==> src/rtl/pfiu_ram.sv <==
// pfiu_ram: generic single write, single read ram with registered read data
// no dependencies
`default_nettype none

module pfiu_ram #(
    parameter int WIDTH = 8,
    parameter int DEPTH = 64
) (
    input  wire logic                     clk,
    input  wire logic                     we,
    input  wire logic [$clog2(DEPTH)-1:0] waddr,
    input  wire logic [WIDTH-1:0]         wdata,
    input  wire logic                     re,
    input  wire logic [$clog2(DEPTH)-1:0] raddr,
    output logic      [WIDTH-1:0]         rdata
);

    logic [WIDTH-1:0] mem [DEPTH];

    always_ff @(posedge clk)
    begin
        if (we)
        begin
            mem[waddr] <= wdata;
        end
        if (re)
        begin
            rdata <= mem[raddr];
        end
    end

endmodule

`default_nettype wire

==> config.mk <==
export PLATFORM = sky130hd
export DESIGN_NAME = pfiu_ram
export DESIGN_NICKNAME = d
export VERILOG_FILES = /design/src/rtl/pfiu_ram.sv
export SDC_FILE = /design/constraint.sdc
export NUM_CORES = 1
export LEC_CHECK = 0
export BUFFER_PORTS_ARGS = -buffer_cell sky130_fd_sc_hd__buf_2
export CORE_UTILIZATION = 47
export DETAILED_ROUTE_END_ITERATION = 6
export PLACE_DENSITY = 0.75
export SLEW_MARGIN = 20
export SYNTH_ARGS = -nofsm -noshare
export SYNTH_HDL_FRONTEND = slang
export SYNTH_SLANG_ARGS = --single-unit
==> constraint.sdc <==
create_clock -name clk -period 2.15 [get_ports clk]
set_clock_uncertainty 0.05 [all_clocks]
set_input_delay 0.215 -clock clk [delete_from_list [all_inputs] [get_ports clk]]
set_output_delay 0.215 -clock clk [all_outputs]
set_load 0.01 [all_outputs]
### Yosys cells after proc, flatten, opt, wreduce, memory -nomap -nowiden

Memories as Yosys holds them, arrays and structs flattened. A register that Yosys moved wholly into a read port is not among the register bits.
Cells that the tools add are included.

* multiplexer cells: 2

Operators with widths (count)
* two-way mux 1 bit: 2

* bits in registers: 0
* memory bits (writable): 512
* bits of input ports: 23
* output and inout port bits: 8
* logic and storage cells: 3
* memories kept: 1

Memories
* mem: words 64, width 8, rd ports 1, clocked after memory_dff 1, wr ports 1, RTL line 18 `logic [WIDTH-1:0] mem [DEPTH];`

### Logic depth before layout (Yosys ltp)

* depth after elaboration: 2
* gate-level depth with buffers: 9
* mapped depth without buffers: 5

### Worst setup path after synthesis

OpenSTA, ideal clock, no wires.

* kind: in2reg
* start point: input raddr[1]
* end point: register rdata[3] (read register of mem) (data pin)
* library setup time: 0.266 ns
* arrival: 1.755 ns
* required time: 1.834 ns
* path slack: 0.079 ns
* cell stages on the path: 7
* buffers on the path: 3
* cells stage by stage: buf_4 > buf_2 > buf_2 > mux4_2 > mux4_2 > o21ai_1 > o41ai_1

RTL lines
* start, declared: RTL line 14 `input wire logic [$clog2(DEPTH)-1:0] raddr,`
* end, declared: RTL line 15 `output logic [WIDTH-1:0] rdata`

==> impl_metrics.toml <==
[status]
status = "complete, no violations"

[clock_network]
htreeDepth = 2
cts_root_buffer = "clkbuf_16"
cts_sinks = 520
cts_buffer_depth = 3
clkLatencyLatePin_ns = 0.59
cts_inserted_buffers = 52
tritoncts = "yes"
cts.clk_slew.worst_paths_ns = 0.06
post_cts_buffers = 0

[synth]
avgSynthCellArea_um2 = 21.5
syn_nets = 963
synthCells = 940
yosys-top-cells-area = "edfxtp_1, mux4_2, nor2_1, mux2i_1, mux2_2"
synth_top_cell_area_share_pct = 77.1
synthSimpleGateAreaFrac_pct = 3.37
yosysMostFrequentCell = "edfxtp_1"
ys.flop_type = "edfxtp_1"
synth-seq-cells = 520
netlist_top_cells_count = "edfxtp_1, mux4_2, nor2_1"
synth_compound_area_share_pct = 2.06
synth_xor_area_share_pct = 0
yosysSeqAreaShare_pct = 77.1
synth_top_family_by_area = "multiplexers"
yosysWarnings = 0
yosys.area_share.adder_pct = 0
synth_largest_area_cell = "edfxtp_1"
muxShareOfSynthArea_pct = 15.9
synth-async-reset-ratio_pct = 0
syn_area_um2 = 20200
yosysUniqueCellTypes = 39
synth-edff-count = 520

[floorplan]
rows = 75
core_area_um2 = 42200
start_util_pct = 47.9
die_width_um = 210
die_area_um2 = 43900
floorplan.die.height_um = 210
pin_count = 31

[power_and_ir_drop]
pwr_density_cell_nw_per_um2 = 890
ir_drop_uv = 584
total_power_uw = 21100
p_leak_uw = 0.00768

[finish]
design_area_um2 = 23700
nFillCells = 3013
multi_input_area_um2 = 4350
area_growth_pct = 17.2
seqCellArea_um2 = 15600
num-nets-final = 1137
drive_gt1_share_pct = 33.8

[setup_path]
cp-endpoint = "rdata[4]"
cp.required_ns = 2.43
crit_fanout = 1
ff2ff_path_depth = 5
rr_startpoint = "mem[21][4]"
r2r_setup_slack_ns = 0.005
crit_arrival_ns = 2.42
startpoint_type = "flop"
end_kind = "flop"
criticalPathCategory = "flop to flop"
startpoint = "mem[21][4]"
r2r-end = "rdata[4]"

[placed_design]
place_area_um2 = 22000
gp_congestion = 0.863
dp_hpwl_um = 29200
portBuffers = 30

[grt]
grt_use_met1_pct = 27.9
antenna_found_initial = 5
grt-ovfl-total = 0
top_usage_layer = "met2"
met3_usage_pct = 5.40
grt_util_met2_pct = 33.4
grt_usage_pct = 20.9
grt_pass1_vias = 10419
grt_pass1_wl_um = 66400
grt_max_degree = 60

[timing]
period_share_pct = 99.8
hold_viol = 0
tightest_slew_ns = 0.733
slew_viol_final = 0
relSlewSlack_pct = 51.1
report.final.setup_viol = 0
finalCriticalPeriod_ns = 2.15
max_freq_ghz = 0.466

[min_path]
min_path_type = "input pin to flop"
min_path_cells = 3

[drt]
drtIter0Drc = 1178
first_pass_iters = 5
routed_wl_um = 44600
vias_per_cell = 5.96
num_vias = 10133
drc = 0
postRouteAntennaNets = 0
wl_per_cell_um = 26.2

[flow_run]
drv_cap = 0
[logic make-up after synthesis]
group	count (synthesis)
DFF	520
AOI/OAI and AO/OA	54
buffers and inverters	51
muxes	162
and+or+nand+nor	153
[critical path, cell delays in order, from the launching register on]
cell	delay [ns]
edfxtp_1	0.39
mux4_2	0.50
mux2_2	0.29
o221a_2	0.30
nor3_4	0.23
o32ai_1	0.13
[power breakdown]
part	total, uW	internal [uW]	switching (uW)
registers	11300	11200	30.7
logic	1150	486	661
clock network	8690	4950	3740
total	21100	16700	4430
[final cells by class]
cell class	count	share of cell area [%]
timing repair buffer	171	6.07
sequential	520	65.8
antenna	4	0.0422
clock inverter	34	1.27
clock buffer	62	5.64
multi-input combinational	369	18.3
tap	539	2.84
[worst min path at each step]
| stage | startpoint | end | slack, ns |
|---|---|---|---|
| finish | raddr[5] | rdata[2] | 0.11 |
| global route | raddr[5] | rdata[0] | 0.12 |
| CTS | raddr[5] | rdata[3] | 0.09 |
| detailed placement | wdata[3] | mem[55][3] | 0.44 |
| global placement | wdata[3] | mem[54][3] | 0.42 |
| floorplan | wdata[0] | mem[0][0] | 0.26 |
[metrics by stage]
stage	TNS (ns)	worst slack (ns)	util, %	std cells	hold slack, ns
finish	0	0.00493	56.2	1699	0.114
global route	-0.0153	-0.0153	56.2	1697	0.124
CTS	0	0.0121	56.1	1695	0.0905
detailed placement	-2.12	-0.418	52.2	1597	0.435
global placement	-1.74	-0.334	52.2	1597	0.418
floorplan	0	0.0787	-	940	0.264
[placed cells by master, fill, tap and decap left out, types with 5 or more instances in the layout]
cell          n
a221oi_1      5
buf_12       17
buf_2        27
buf_4       124
clkbuf_1     10
clkbuf_16    52
clkinv_1      9
clkinv_2     10
clkinvlp_4    6
edfxtp_1    520
mux2_2       13
mux2i_1      23
mux4_2      126
nand2_1      19
nand2b_1      7
nand3_1      13
nor2_1       82
nor2b_1      14
nor3_1        5
o221ai_1      8
o22ai_1       8
[sequential cells by signal, summed over array words and instances (netlist names)]
name	count
rdata	8
mem	512
[metal layers]
| layer | wire length, um | vias up |
|---|---|---|
| met5 | 11 | - |
| met4 | 1380 | 2 |
| met3 | 4080 | 93 |
| met2 | 21700 | 469 |
| met1 | 17400 | 5266 |
| li1 | - | 4303 |
[repair_timing]
action,in CTS,in global routing
pin swaps,0,0
setup endpoints to repair,2,3
hold endpoints to repair,13,0
resized for setup,3,3
hold buffers,2,0
Power figures use the tool's default switching activity.
